### src/design/ems_pkg.sv
// ----------------------------------------------------------------------------
// ems_pkg: shared types and constants of the encoder move sequencer
// Command codes, motion modes, bridge patterns, register indexes and the
// structs passed between the top level and the step logic.
// ----------------------------------------------------------------------------
package ems_pkg;

	localparam int AMOUNT_BITS = 16;
	localparam int CMP_BITS    = (AMOUNT_BITS > 16) ? AMOUNT_BITS : 16;

	// command codes
	localparam logic [2:0] CMD_POLL   = 3'd0;
	localparam logic [2:0] CMD_FWD    = 3'd1;
	localparam logic [2:0] CMD_BACK   = 3'd2;
	localparam logic [2:0] CMD_LEFT   = 3'd3;
	localparam logic [2:0] CMD_RIGHT  = 3'd4;
	localparam logic [2:0] CMD_SAMPLE = 3'd5;
	localparam logic [2:0] CMD_STOP   = 3'd6;

	// motion codes as reported on the result channel
	localparam logic [2:0] MOTION_IDLE  = 3'd0;
	localparam logic [2:0] MOTION_FWD   = 3'd1;
	localparam logic [2:0] MOTION_BACK  = 3'd2;
	localparam logic [2:0] MOTION_LEFT  = 3'd3;
	localparam logic [2:0] MOTION_RIGHT = 3'd4;

	// H-bridge patterns, bit0 in1 .. bit3 in4
	localparam logic [3:0] BRIDGE_IDLE  = 4'd0;
	localparam logic [3:0] BRIDGE_FWD   = 4'd9;
	localparam logic [3:0] BRIDGE_BACK  = 4'd6;
	localparam logic [3:0] BRIDGE_LEFT  = 4'd10;
	localparam logic [3:0] BRIDGE_RIGHT = 4'd5;

	// register indexes
	localparam logic [1:0] REG_SPEED_LEFT  = 2'd0;
	localparam logic [1:0] REG_SPEED_RIGHT = 2'd1;
	localparam logic [1:0] REG_DUTY_FLOOR  = 2'd2;
	localparam logic [1:0] REG_DUTY_CEIL   = 2'd3;

	// register reset values
	localparam logic [7:0] SPEED_RST      = 8'd5;
	localparam logic [7:0] DUTY_FLOOR_RST = 8'd62;
	localparam logic [7:0] DUTY_CEIL_RST  = 8'd82;

	typedef enum logic [4:0] {
		ST_IDLE  = 5'b00001,
		ST_FWD   = 5'b00010,
		ST_BACK  = 5'b00100,
		ST_LEFT  = 5'b01000,
		ST_RIGHT = 5'b10000
	} mode_t;

	typedef struct packed {
		logic [7:0] speed_left;
		logic [7:0] speed_right;
		logic [7:0] duty_floor;
		logic [7:0] duty_ceiling;
	} cfg_t;

	typedef struct packed {
		logic [2:0]  cmd;
		logic [15:0] amount;
		logic [7:0]  enc_left;
		logic [7:0]  enc_right;
	} item_t;

	typedef struct packed {
		mode_t                       mode;
		logic [3:0][AMOUNT_BITS-1:0] pending;
		logic [1:0][15:0]            acc;
		logic [1:0][15:0]            held;
		logic                        waiting;
		logic [1:0][7:0]             duty;
	} seq_t;

	typedef struct packed {
		logic [2:0] motion;
		logic [3:0] bridge;
		logic [7:0] duty_left;
		logic [7:0] duty_right;
		logic       finished;
	} result_t;

endpackage

### src/design/encoder_move_sequencer.sv
// ----------------------------------------------------------------------------
// encoder_move_sequencer: differential-drive move sequencer
// Queues forward, backward and spin distances, sequences them against the
// wheel encoder counts and drives the H-bridge lines and wheel duties.
// ----------------------------------------------------------------------------
// Usage:
//   Request channel (in_valid/in_ready): cmd, amount and the two encoder
//   counts. Every request yields exactly one result on the result channel
//   (out_valid/out_ready): motion state, bridge lines, both duties and the
//   move-finished flag.
//   A request is captured into an input register and the step logic loads
//   the result register from it, raising out_valid, once the result register
//   is empty or being taken. One request per cycle is taken while results
//   drain, set by the single step of the sequencer state loop.
//   When the receiver stalls, the held result and the captured request wait;
//   in_ready drops only while both are occupied.
//   Reset clears the sequencer: idle, no pending moves, zero counts, both
//   duties at 62 and the registers at their defaults (speeds 5, floor 62,
//   ceiling 82). Registers are written through cfg_we/cfg_index/cfg_data
//   by the user only while the block is idle, which the block does not check.
// ----------------------------------------------------------------------------
module encoder_move_sequencer (
	input  logic        clk,
	input  logic        arst_n,

	input  logic        in_valid,
	output logic        in_ready,
	input  logic [2:0]  cmd,
	input  logic [15:0] amount,
	input  logic [7:0]  enc_left_count,
	input  logic [7:0]  enc_right_count,

	output logic        out_valid,
	input  logic        out_ready,
	output logic [2:0]  motion_state,
	output logic [3:0]  bridge_lines,
	output logic [7:0]  duty_left_out,
	output logic [7:0]  duty_right_out,
	output logic        move_finished,

	input  logic        cfg_we,
	input  logic [1:0]  cfg_index,
	input  logic [7:0]  cfg_data
);
	import ems_pkg::*;

	cfg_t    cfg_q;
	seq_t    state_q;
	seq_t    state_nxt;
	item_t   item_s1;
	logic    valid_s1;
	result_t res_q;
	result_t step_res;
	logic    out_valid_q;
	logic    step_go;

	assign step_go  = valid_s1 && (!out_valid_q || out_ready);
	assign in_ready = !valid_s1 || step_go;

	always_ff @(posedge clk or negedge arst_n) begin
		if (!arst_n) begin
			cfg_q.speed_left   <= SPEED_RST;
			cfg_q.speed_right  <= SPEED_RST;
			cfg_q.duty_floor   <= DUTY_FLOOR_RST;
			cfg_q.duty_ceiling <= DUTY_CEIL_RST;
		end else if (cfg_we) begin
			case (cfg_index)
				REG_SPEED_LEFT:  cfg_q.speed_left   <= cfg_data;
				REG_SPEED_RIGHT: cfg_q.speed_right  <= cfg_data;
				REG_DUTY_FLOOR:  cfg_q.duty_floor   <= cfg_data;
				REG_DUTY_CEIL:   cfg_q.duty_ceiling <= cfg_data;
				default:         ;
			endcase
		end
	end

	// capture the request
	always_ff @(posedge clk or negedge arst_n) begin
		if (!arst_n) begin
			valid_s1 <= 1'b0;
		end else if (in_ready) begin
			valid_s1 <= in_valid;
		end
	end

	always_ff @(posedge clk) begin
		if (in_valid && in_ready) begin
			item_s1.cmd       <= cmd;
			item_s1.amount    <= amount;
			item_s1.enc_left  <= enc_left_count;
			item_s1.enc_right <= enc_right_count;
		end
	end

	ems_step u_step (
		.cfg  (cfg_q),
		.cur  (state_q),
		.item (item_s1),
		.nxt  (state_nxt),
		.res  (step_res)
	);

	always_ff @(posedge clk or negedge arst_n) begin
		if (!arst_n) begin
			state_q.mode    <= ST_IDLE;
			state_q.pending <= '0;
			state_q.acc     <= '0;
			state_q.held    <= '0;
			state_q.waiting <= 1'b0;
			state_q.duty    <= {DUTY_FLOOR_RST, DUTY_FLOOR_RST};
		end else if (step_go) begin
			state_q <= state_nxt;
		end
	end

	always_ff @(posedge clk or negedge arst_n) begin
		if (!arst_n) begin
			out_valid_q <= 1'b0;
		end else if (step_go) begin
			out_valid_q <= 1'b1;
		end else if (out_ready) begin
			out_valid_q <= 1'b0;
		end
	end

	always_ff @(posedge clk) begin
		if (step_go) begin
			res_q <= step_res;
		end
	end

	assign out_valid      = out_valid_q;
	assign motion_state   = res_q.motion;
	assign bridge_lines   = res_q.bridge;
	assign duty_left_out  = res_q.duty_left;
	assign duty_right_out = res_q.duty_right;
	assign move_finished  = res_q.finished;

	// a running move always has distance left
	a_move_has_amount: assert property (@(posedge clk) disable iff (!arst_n)
		state_q.mode != ST_IDLE |-> state_q.pending != '0)
		else $error("move running with no pending amount");

	// a move can only finish in a step that drove the bridge
	a_finish_while_driving: assert property (@(posedge clk) disable iff (!arst_n)
		out_valid_q && res_q.finished |-> res_q.bridge != BRIDGE_IDLE)
		else $error("move finished in an idle step");

	// after a finish the next move starts from cleared wheel counts
	a_next_move_clean: assert property (@(posedge clk) disable iff (!arst_n)
		step_go && step_res.finished |=> state_q.mode == ST_IDLE || state_q.acc == '0)
		else $error("next move started with stale accumulators");

	// every step loads a result
	a_step_loads_result: assert property (@(posedge clk) disable iff (!arst_n)
		step_go |=> out_valid_q)
		else $error("step taken without a result");

endmodule

### src/design/ems_step.sv
// ----------------------------------------------------------------------------
// ems_step: one sequencer step
// Applies a command to the sequencer state, runs the move sequencer once and
// forms the result. Purely combinational.
// ----------------------------------------------------------------------------
module ems_step (
	input  ems_pkg::cfg_t    cfg,
	input  ems_pkg::seq_t    cur,
	input  ems_pkg::item_t   item,
	output ems_pkg::seq_t    nxt,
	output ems_pkg::result_t res
);
	import ems_pkg::*;

	function automatic seq_t start_next(seq_t s);
		seq_t r;
		r = s;
		r.mode = ST_IDLE;
		if (s.pending[0] != '0) begin
			r.mode = ST_FWD;
		end else if (s.pending[1] != '0) begin
			r.mode = ST_BACK;
		end else if (s.pending[2] != '0) begin
			r.mode = ST_LEFT;
		end else if (s.pending[3] != '0) begin
			r.mode = ST_RIGHT;
		end
		if (r.mode != ST_IDLE) begin
			r.acc = '0;
		end
		return r;
	endfunction

	function automatic logic [7:0] correct_duty(logic [7:0] duty, logic [7:0] speed,
			logic [15:0] count, logic [7:0] lo, logic [7:0] hi);
		logic signed [17:0] v;
		v = signed'(18'(duty)) + signed'(18'(speed)) - signed'(18'(count));
		if (v < signed'(18'(lo))) begin
			v = signed'(18'(lo));
		end
		if (v > signed'(18'(hi))) begin
			v = signed'(18'(hi));
		end
		return v[7:0];
	endfunction

	function automatic logic [2:0] motion_code(mode_t m);
		case (m)
			ST_FWD:   motion_code = MOTION_FWD;
			ST_BACK:  motion_code = MOTION_BACK;
			ST_LEFT:  motion_code = MOTION_LEFT;
			ST_RIGHT: motion_code = MOTION_RIGHT;
			default:  motion_code = MOTION_IDLE;
		endcase
	endfunction

	seq_t                 s;
	logic [3:0]           bridge;
	logic                 fin;
	logic [1:0]           k;
	logic [16:0]          acc_sum;
	logic [15:0]          mean;

	always_comb begin
		s      = cur;
		bridge = BRIDGE_IDLE;
		fin    = 1'b0;
		k      = 2'd0;
		acc_sum = '0;
		mean    = '0;

		case (item.cmd)
			CMD_FWD:   s.pending[0] = s.pending[0] + AMOUNT_BITS'(item.amount);
			CMD_BACK:  s.pending[1] = s.pending[1] + AMOUNT_BITS'(item.amount);
			CMD_LEFT:  s.pending[2] = s.pending[2] + AMOUNT_BITS'(item.amount);
			CMD_RIGHT: s.pending[3] = s.pending[3] + AMOUNT_BITS'(item.amount);
			CMD_SAMPLE: begin
				s.held[0] = s.held[0] + {8'd0, item.enc_left};
				s.held[1] = s.held[1] + {8'd0, item.enc_right};
				s.waiting = 1'b1;
			end
			CMD_STOP:  s.mode = ST_IDLE;
			default:   ;
		endcase

		if (s.pending == '0) begin
			s.mode = ST_IDLE;
		end

		if (s.mode == ST_IDLE) begin
			s = start_next(s);
		end else begin
			case (s.mode)
				ST_FWD: begin
					bridge = BRIDGE_FWD;
					k      = 2'd0;
				end
				ST_BACK: begin
					bridge = BRIDGE_BACK;
					k      = 2'd1;
				end
				ST_LEFT: begin
					bridge = BRIDGE_LEFT;
					k      = 2'd2;
				end
				default: begin
					bridge = BRIDGE_RIGHT;
					k      = 2'd3;
				end
			endcase
			// consume a waiting sample: correct duties, fold counts into the move
			if (s.waiting) begin
				s.duty[0] = correct_duty(s.duty[0], cfg.speed_left, s.held[0],
					cfg.duty_floor, cfg.duty_ceiling);
				s.duty[1] = correct_duty(s.duty[1], cfg.speed_right, s.held[1],
					cfg.duty_floor, cfg.duty_ceiling);
				s.acc[0]  = s.acc[0] + s.held[0];
				s.acc[1]  = s.acc[1] + s.held[1];
				s.held    = '0;
				s.waiting = 1'b0;
			end
			acc_sum = {1'b0, s.acc[0]} + {1'b0, s.acc[1]};
			mean    = acc_sum[16:1];
			if (!(CMP_BITS'(s.pending[k]) > CMP_BITS'(mean))) begin
				s.pending[k] = '0;
				fin          = 1'b1;
				s            = start_next(s);
			end
		end
	end

	assign nxt            = s;
	assign res.motion     = motion_code(s.mode);
	assign res.bridge     = bridge;
	assign res.duty_left  = s.duty[0];
	assign res.duty_right = s.duty[1];
	assign res.finished   = fin;

endmodule
### config.mk
export PLATFORM = sky130hd
export DESIGN_NAME = encoder_move_sequencer
export DESIGN_NICKNAME = d
export VERILOG_FILES = /design/src/design/ems_pkg.sv /design/src/design/encoder_move_sequencer.sv /design/src/design/ems_step.sv
export SDC_FILE = /design/constraint.sdc
export NUM_CORES = 1
export LEC_CHECK = 0
export CAP_MARGIN = 20
export CORE_MARGIN = 8
export CORE_UTILIZATION = 50
export CTS_BUF_LIST = sky130_fd_sc_hd__clkbuf_8
export DETAILED_ROUTE_END_ITERATION = 10
export DONT_BUFFER_PORTS = 1
export PLACE_DENSITY = 0.73
export SETUP_SLACK_MARGIN = 0.4
export SYNTH_ARGS = -nofsm -noshare
export SYNTH_HDL_FRONTEND = slang
export SYNTH_HIERARCHICAL = 1
export SYNTH_SLANG_ARGS = --single-unit
export TNS_END_PERCENT = 20
### constraint.sdc
create_clock -name clk -period 10.75 [get_ports clk]
set_clock_uncertainty 0.05 [all_clocks]
set_input_delay 2.15 -clock clk [delete_from_list [all_inputs] [get_ports clk]]
set_output_delay 2.15 -clock clk [all_outputs]
set_load 0.02 [all_outputs]
Word level (Yosys, flattened, before mapping):

Cells that the tools add are included.

* bits of input ports: 50
* register bits after elaboration: 243
* output and inout bits: 26

* reduce and logical (&&, ||, !) cells: 23
* bitwise operators: 2
* mux-type cells: 43
* equal/unequal tests: 20
* $lt $le $gt $ge: 7
* add/subtract/negate cells: 13

Operator list (number)
* $mux W150: 2
* $mux W81: 2
* $reduce_bool A16 Y1: 8
* $mux W18: 6
* $add A16 B16 Y16: 6
* $mux W16: 6
* $mux W5: 13
* $and A64 B64 Y64: 1
* $logic_not A64 Y1: 1
* $mux W32: 2
* $not A64 Y64: 1
* $gt A18 B9 Y1: 2
* $lt A18 B9 Y1: 2
* $sub A18 B17 Y18: 2
* $mux W33: 1
* $add A16 B8 Y16: 2
* $bmux W16 S2: 1
* $demux W16 S2: 1
* $add A8 B8 Y9: 2
* $add A16 B16 Y17: 1
* $gt A16 B16 Y1: 1
* $mux W8: 2
* $pmux W3 S4: 1
* $pmux W4 S3: 1
* other kinds (23): 41

Logic depth before layout (Yosys ltp):

Gate-level depths: netlist (run 1).

* depth after elaboration: 26
* gate-level depth with buffers: 40
* mapped depth without buffers: 39

Modules after synthesis:

Netlist (run 1), hierarchy kept.

By module, submodules not included
* ems_step: area each 12165.4 sq um, cells an instance 1760, instances 1
* encoder_move_sequencer: area each 9096.2 sq um, cells an instance 452, instances 1

Least setup slack after synthesis (run 1):

Ideal clock, no wire load.

* path type: reg2reg
* from: register state_q[33] (netlist name)
* to: register state_q[8] (netlist name)
* slack: 2.729 ns
* required time: 10.575 ns
* data arrival time: 7.847 ns
* path buffers: 1
* cell stages (with the launch flop): 39
* path through: dfrtp_1 > ha_1 > fa_1 > a21o_1 > a21oi_1 > nor2b_1 > o21a_1 > nor2_1 > xor2_1 > nor2_1 > a21oi_1 > xor2_1 > ha_1 > ha_1 > o41ai_1 > nor2_1 > a211oi_1 > nand2_1 > (+3 left out) > ha_1 > clkbuf_1 > mux2_2 > ha_1 > nor2b_1 > o21a_1 > o21a_1 > o21a_1 > o21ai_0 > nand2b_1 > a21oi_1 > nor2b_1 > o22ai_1 > nand2_1 > o31ai_4 > mux2i_1 > mux2_2 > mux2_2

RTL lines
* start: declaration: RTL line encoder_move_sequencer.sv:48 `seq_t state_q;`
* start signal: assignment: RTL line encoder_move_sequencer.sv:112 `state_q <= state_nxt;`

==> results of run 1 <==
[final cells by class]
type	count	area, µm²	area share [%]
Tap cell	539	674	3.01
Timing Repair Buffer	18	139	0.620
Clock buffer	55	757	3.38
Sequential cell	243	6400	28.6
Inverter	104	390	1.74
Antenna cell	2	5.00	0.0223
Multi-Input combinational cell	1766	13800	61.6
Clock inverter	33	245	1.09
[kinds of logic (layout without fill, tap and decap cells)]
logic type,count (synthesis),in the layout
muxes,253,253
adders and majority gates,216,216
xor gates and xnor gates,108,108
and+or+nand+nor,661,661
other,0,2
AOI/OAI and AO/OA,528,528
DFF,243,243
buffers and inverters,203,210
[routing by layer]
metal / vias up / share of wire [%] / GRT usage [%]
met1: 8322 / 42 / 28.3
li1: 8042 / - / -
met3: 147 / 5.6 / 3.89
met2: 540 / 48 / 40.3
met4: 4 / 4.3 / 10.9
met5: - / 0.045 / 0
[per-stage QoR]
step           instances  total power, mW  cell area (µm²)  util (%)  setup slack (ps)
4_1_cts             2758             7.89            22400      53.4              1760
3_5_place_dp        2670             6.84            21400      51.0              1790
3_3_place_gp        2669             6.65            21400      51.0              2080
5_1_grt             2759             8.58            22400      53.4              1230
2_1_floorplan       2212             5.70            21300         -              2730
6_report            2760             7.98            22400      53.4              1700
[sequential cells by signal (all words and copies together) (netlist names), 3 cells and up]
| register | count |
|---|---|
| bridge_lines | 4 |
| motion_state | 3 |
| duty_left_out | 8 |
| state_q | 150 |
| duty_right_out | 8 |
| item_s1 | 35 |
| cfg_q | 32 |
[layout by cell type, fill, tap and decap left out, drive strengths merged, types with 49 or more instances in the layout]
cell type,count
nor2,229
mux2,203
ha,197
dfrtp,161
a21oi,138
inv,124
nand2,122
o21ai,103
xnor2,65
edfxtp,59
clkbuf,55
mux2i,49
[worst max-delay path, delay by kind of cell, from the launching register on]
kind                     cells  cell delay, ps
adder cells (fa/ha/maj)      4            1740
buffers and inverters        1             340
AO/OA/AOI/OAI               14            2860
flip-flops                   1             530
multiplexers                 5            1620
AND/OR/NAND/NOR              9            1820
[power by group through the flow]
stage               sequential (mW)  combinational (mW)  clock (mW)
floorplan                      1.46                4.24           0
global placement               1.56                5.09           0
detailed placement             1.57                5.27           0
CTS                            1.56                5.31        1.02
global route                   1.59                5.93        1.06
finish                         1.56                5.43       0.992
[worst min-delay path by stage]
stage                  start         to  slack [ps]  cells after the start
global route        valid_s1  out_valid         480                      1
CTS                 valid_s1  out_valid         450                      1
global placement    valid_s1  out_valid         420                      1
finish              valid_s1  out_valid         440                      1
floorplan           valid_s1  out_valid         400                      1
detailed placement  valid_s1  out_valid         430                      1
==> impl_results.md, run 1 <==
- Router iterations before antenna repair: 8
- Num CTS Buffers: between 40 and 50
- CTS tree: yes
- Netlist Area Pre-Place: 21300 µm²
- Number of buffers added on ports: 0
- Hpwl dp: 43.7 mm
- First-pass GRT wire length: between 90 and 100 mm
- All-layer global routing usage: 23.4%
- Minimum clock period: approximately 9000 ps
- Core Area: 41900 µm²
- Worst reg2reg startpoint: item_s1[32]
- Cells after synthesis: between 2000 and 2500
- Top-count cell post-synth: nor2_1
- Top_reg_cell synth: dfrtp_1
- Pin count of the biggest net entering global routing: 185
- Cell Rows: between 70 and 80
- DR iter-0 viols: around 1400
- Asr flop ratio synth: between 70% and 80%
- Crit path to: state_q[8]
- Unrepaired setup endpoints after global routing: no
- Final period util: around 84%
- Resize count post-CTS: 0
- Sequential share of the synthesized area: 30.1%
- CP max-delay cell: o31ai_4
- Vias in the first global route: roughly 17000
- Status: finished with violations
- Max FO, Critical Path: 22
- Sw power: approximately 3.8 mW
- Max stage delay on crit path: around 560 ps
- Hold Buf Count CTS: 0
- WL per Instance: around 22 µm
- Complex-gate fraction of the synthesized area: ~17%
- Clock share of power: about an eighth
- WP data arrival: about 9600 ps
- Initial antenna violation count: 6
- Proportion of synthesized area in mux cells: around 15%
- Clk pin slew, worst setup/hold paths: 60 ps
- WL final: slightly below 60 mm
- Sequential share of power: between 15 and 20%
- Xor/xnor share of the synthesized area: 4.45%
- Layout cells sized above 1: approximately 16%
- Worst slew margin: between 20% and 30%
- Top-area cell type share of the netlist area: roughly a fifth
- Syn nets: around 2500
- Die area: approximately 49000 µm²
- Clock Path Buffers: 3
- Comb power frac: about two thirds
- Post-CTS setup buffers: 0
- Die height: roughly 220 µm
- Max-cap check violation count: 0
- Vias/cell: ~6.2
- Int Pwr: 4.16 mW
- Sink Count: around 240
- Cell variety after synth: 99
- Root buffer cell: clkbuf_8
- Top post-synthesis cells by area: dfrtp_1, ha_1, edfxtp_1, mux2_4, mux2_2
- Ys Warns: 6
- Die W: about 220 µm
- P&R area growth vs syn: 5.42%
- Sw Ratio: 47.9%
- Setup crit start kind: register
- Largest family of logic cells by synthesized area: compound AO/OA/AOI/OAI gates
- Nets: approximately 2400
- Setup_tns: 0 ps
- Initial Util: between 50% and 60%
- Drc violations: 2
- Number of synthesized flops with an enable pin: between 50 and 60
- Final hold violation count: 0
- Adder-cell share of the synthesized area: a little over an eighth
- Hold Crit Class: reg -> reg
- Final Setup Violations: 0
- Crit path kind: reg -> reg
- Reg2reg end: state_q[8]
- Clock Latency Late Sink: approximately 680 ps
- Top post-synthesis cells by count: nor2_1, ha_1, dfrtp_1
- LEAKAGE: ~10 nW
- # fillers: 3743
- Max Clock Freq: between 100 and 150 MHz
- H-tree Lvls: 2
- Worst reg2reg path depth: 33
- Final Slew Violations: 0
- Synth Area in Simple Gates: between 10% and 20%
- Worst Path Required: about 11000 ps
- Cell Pwr Density: between 300 and 400 nW/µm²
- Crit end category: register
- Crit path from: item_s1[32]
- Maximum VDD drop: around 0.00023 V
- Average size of a mapped cell: between 9 and 10 µm²
- Hold_ws: approximately 440 ps
- GP Congestion: slightly above 0.9
- Vias: about 17000
- Worst reg2reg setup slack: around 1700 ps
- Congestion Overflow GR: 0
- I/O pins: 76
- Worst-Margin Slew: ~1100 ps
- Violated checks: design-rule violations
- Leading area contributor after synthesis: dfrtp_1
- Yosys reg bits: roughly 240
- Routed Antenna Nets: 0
No activity file was read; power rests on OpenSTA's default activity.
==> run 2, diff against run 1 <==
--- a/config.mk
+++ b/config.mk
@@ -5,6 +5,7 @@
 export SDC_FILE = /design/constraint.sdc
 export NUM_CORES = 1
 export LEC_CHECK = 0
+export ABC_AREA = 1
 export CAP_MARGIN = 20
 export CORE_MARGIN = 8
 export CORE_UTILIZATION = 50
==> constraint.sdc (replaced) <==
create_clock -name clk -period 9.49 [get_ports clk]
set_clock_uncertainty 0.05 [all_clocks]
set_input_delay 1.898 -clock clk [delete_from_list [all_inputs] [get_ports clk]]
set_output_delay 1.898 -clock clk [all_outputs]
set_load 0.02 [all_outputs]
==> impl_results.md, run 2 <==
- Setup_tns: 0 ps (unchanged)
- Layout cells sized above 1: 5.62% (was 15.8%)
- Crit end category: register (unchanged)
- Maximum VDD drop: 0.000194 V (was 0.000229 V)
- DR iter-0 viols: 1734 (was 1398)
- Final period util: 87.7% (was 84.2%)
- Final Setup Violations: 0 (unchanged)
- Die height: 228 µm (was 222 µm)
- Average size of a mapped cell: 6.65 µm² (was 9.61 µm²)
- CTS tree: yes (unchanged)
- P&R area growth vs syn: 5.01% (was 5.42%)
- Post-CTS setup buffers: 0 (unchanged)
- Largest register FFs: 150 (unchanged)
- First-pass GRT wire length: 106 mm (was 93.5 mm)
- Minimum clock period: 8330 ps (was 9050 ps)
- Syn nets: 3651 (was 2478)
- Number of buffers added on ports: 0 (unchanged)
- # fillers: 4455 (was 3743)
- Status: completed (was finished with violations)
- GP Congestion: 0.947 (was 0.909)
- Top-count cell post-synth: nand2_1 (was nor2_1)
- Final hold violation count: 0 (unchanged)
- Top-area cell type share of the netlist area: 18.8% (was 18.9%)
- Final Slew Violations: 0 (unchanged)
- Vias: 21400 (was 17100)
- Vias in the first global route: 19800 (was 17200)
- Crit path kind: reg -> reg (unchanged)
- Crit path from: item_s1[32] (unchanged)
- Top cell by count, worst path: nand2_1
- Core Area: 44300 µm² (was 41900 µm²)
- Clk pin slew, worst setup/hold paths: 70 ps (was 60 ps)
- Router iterations before antenna repair: 5 (was 8)
- Max FO, Critical Path: 21 (was 22)
- Sink Count: 243 (unchanged)
- Hpwl dp: 48.8 mm (was 43.7 mm)
- Clock Latency Late Sink: 630 ps (was 680 ps)
- Max Clock Freq: 120 MHz (was 111 MHz)
- Worst reg2reg startpoint: item_s1[32] (unchanged)
- Cells after synthesis: 3385 (was 2212)
- Hold Crit Class: reg -> reg (unchanged)
- Worst setup margin: 1160 ps (was 1700 ps)
- Netlist Area Pre-Place: 22500 µm² (was 21300 µm²)
- Commonest non-fill, non-tap cell in the layout: nand2_1 (was nor2_1)
- I/O pins: 76 (unchanged)
- Cell Rows: 77 (was 75)
- Worst reg2reg path depth: 41 (was 33)
- Top post-synthesis cells by count: nand2_1, inv_1, nand3_1 (was nor2_1, ha_1, dfrtp_1)
- Worst hold start: state_q[145] (was valid_s1)
- WL per Instance: 16.7 µm (was 21.5 µm)
- Cell variety after synth: 65 (was 99)
- H-tree Lvls: 2 (unchanged)
- Pin count of the biggest net entering global routing: 185 (unchanged)
- Worst slew margin: 30.0% (was 24.5%)
- Initial antenna violation count: 3 (was 6)
- Num CTS Buffers: 44 (was 48)
- Initial Util: 50.8% (was 50.7%)
- Top post-synthesis cells by area: nand2_1, dfrtp_1, ha_1, edfxtp_1, nand3_1 (was dfrtp_1, ha_1, edfxtp_1, mux2_4, mux2_2)
- Worst reg2reg setup slack: 1160 ps (was 1700 ps)
- Leading area contributor after synthesis: nand2_1 (was dfrtp_1)
- Top_reg_cell synth: dfrtp_1 (unchanged)
- Nets: 3592 (was 2447)
- Number of synthesized flops with an enable pin: 59 (unchanged)
- Clock Path Buffers: 3 (unchanged)
- Top flop regs: state_q: 150 flops, item_s1: 35 flops, cfg_q: 32 flops (unchanged)
- Asr flop ratio synth: 75.7% (unchanged)
- DP Worst Slack: 1160 ps (was 1790 ps)
- Vias/cell: 5.41 (was 6.18)
- Ys Warns: 6 (unchanged)
- Die area: 52100 µm² (was 49400 µm²)
- Congestion Overflow GR: 0 (unchanged)
- Max-cap check violation count: 0 (unchanged)
- WL final: 65.9 mm (was 59.4 mm)
- Sequential share of the synthesized area: 28.4% (was 30.1%)
- Max stage delay on crit path: 520 ps (was 560 ps)
- Yosys reg bits: 243 (unchanged)
- All-layer global routing usage: 24.7% (was 23.4%)
- Endpoint of the worst hold path: state_q[145] (was out_valid)
- LEAKAGE: 12.8 nW (was 10.3 nW)
- Die W: 228 µm (was 222 µm)
- CP max-delay cell: nand2_1 (was o31ai_4)
- Hold Path Depth: 2 (was 1)
- Unrepaired setup endpoints after global routing: no (unchanged)
- Cell Pwr Density: 374 nW/µm² (was 356 nW/µm²)
- Root buffer cell: clkbuf_8 (unchanged)
- Worst Path Required: 9920 ps (was 11260 ps)
- Setup crit start kind: register (unchanged)
- Drc violations: 0 (was 2)
- WP data arrival: 8760 ps (was 9550 ps)
- Most frequent cells in the layout: nand2_1, inv_1, nand3_1 (was nor2_1, ha_1, dfrtp_1)
- Routed Antenna Nets: 0 (unchanged)
- Worst-Margin Slew: 1050 ps (was 1130 ps)
- Most flops, register: state_q (unchanged)
- Reg2reg end: state_q[56] (was state_q[8])
==> run 2: cell count changes in the layout (fill, tap and decap cells not counted), sizes merged, moves of 39 or more <==
cell and delta:
nand2 +1011, nand3 +312, o21ai +76, xnor2 -39, a21o -39, inv +340
mux2i -49, mux2 -203
==> run 2: how the worst max path moves through the flow <==
stage | cells after the start | to | slack, ps
final | 41 | state_q[56] | 1160
after detailed placement | 43 | state_q[116] | 1160
after global placement | 43 | state_q[115] | 1400
after CTS | 43 | state_q[116] | 1120
after floorplan | 43 | state_q[135] | 2600
after global routing | 43 | state_q[123] | 550
==> run 2: kinds of logic after synthesis <==
logic type / count (synthesis) / synth area share, %
simple gates: 1855 / 34.9
buf+inv: 580 / 10.6
compound gates: 400 / 9.93
flops: 243 / 28.4
fa+ha+maj: 216 / 12.6
xor+xnor: 91 / 3.54
==> run 2: final cells by class <==
| cell class | count | area [µm²] | area share [%] |
|---|---|---|---|
| Multi-Input combinational cell | 2562 | 13700 | 58.1 |
| Inverter | 459 | 1730 | 7.30 |
| Timing Repair Buffer | 16 | 140 | 0.593 |
| Antenna cell | 1 | 2.50 | 0.0106 |
| Clock buffer | 52 | 716 | 3.03 |
| Clock inverter | 30 | 166 | 0.704 |
| Sequential cell | 243 | 6410 | 27.1 |
| Tap cell | 592 | 741 | 3.13 |
==> run 2: report_power, final <==
group	switching, mW	internal [mW]	leakage (nW)
sequential	0.391	1.43	2.94
clock	0.499	0.530	0.496
combinational	3.82	2.17	9.38
total	4.71	4.13	12.8
==> run 2: metrics by stage <==
| step | total power [mW] | instances | util [%] | area [µm²] | hold WS, ps |
|---|---|---|---|---|---|
| final | 8.84 | 3955 | 53.4 | 23600 | 420 |
| after detailed placement | 7.69 | 3871 | 51.3 | 22700 | 411 |
| after floorplan | 6.37 | 3385 | - | 22500 | 390 |
| after CTS | 8.76 | 3953 | 53.3 | 23600 | 421 |
| after global routing | 9.78 | 3954 | 53.4 | 23600 | 430 |
| after global placement | 7.62 | 3871 | 51.3 | 22700 | 406 |
==> run 2: critical path: cells and delay by family, from the launching register on <==
kind	cells	cell delay (ps)
fa+ha+maj	4	1320
flops	1	490
buf+inv	7	840
compound gates	14	2830
xor+xnor	2	310
simple gates	14	2330
==> run 2: per-layer routing <==
layer	vias to the layer above	routed length (µm)	track usage, %
met2	711	29400	40.1
met3	155	4190	3.56
li1	10800	-	-
met4	4	3140	12.0
met1	9731	29100	32.1
met5	-	27	0
==> run 2: what timing repair did <==
item / in CTS / in global routing
resized for setup: 0 / 1
endpoints found under the setup margin: 0 / 16
hold buffers: 0 / 0
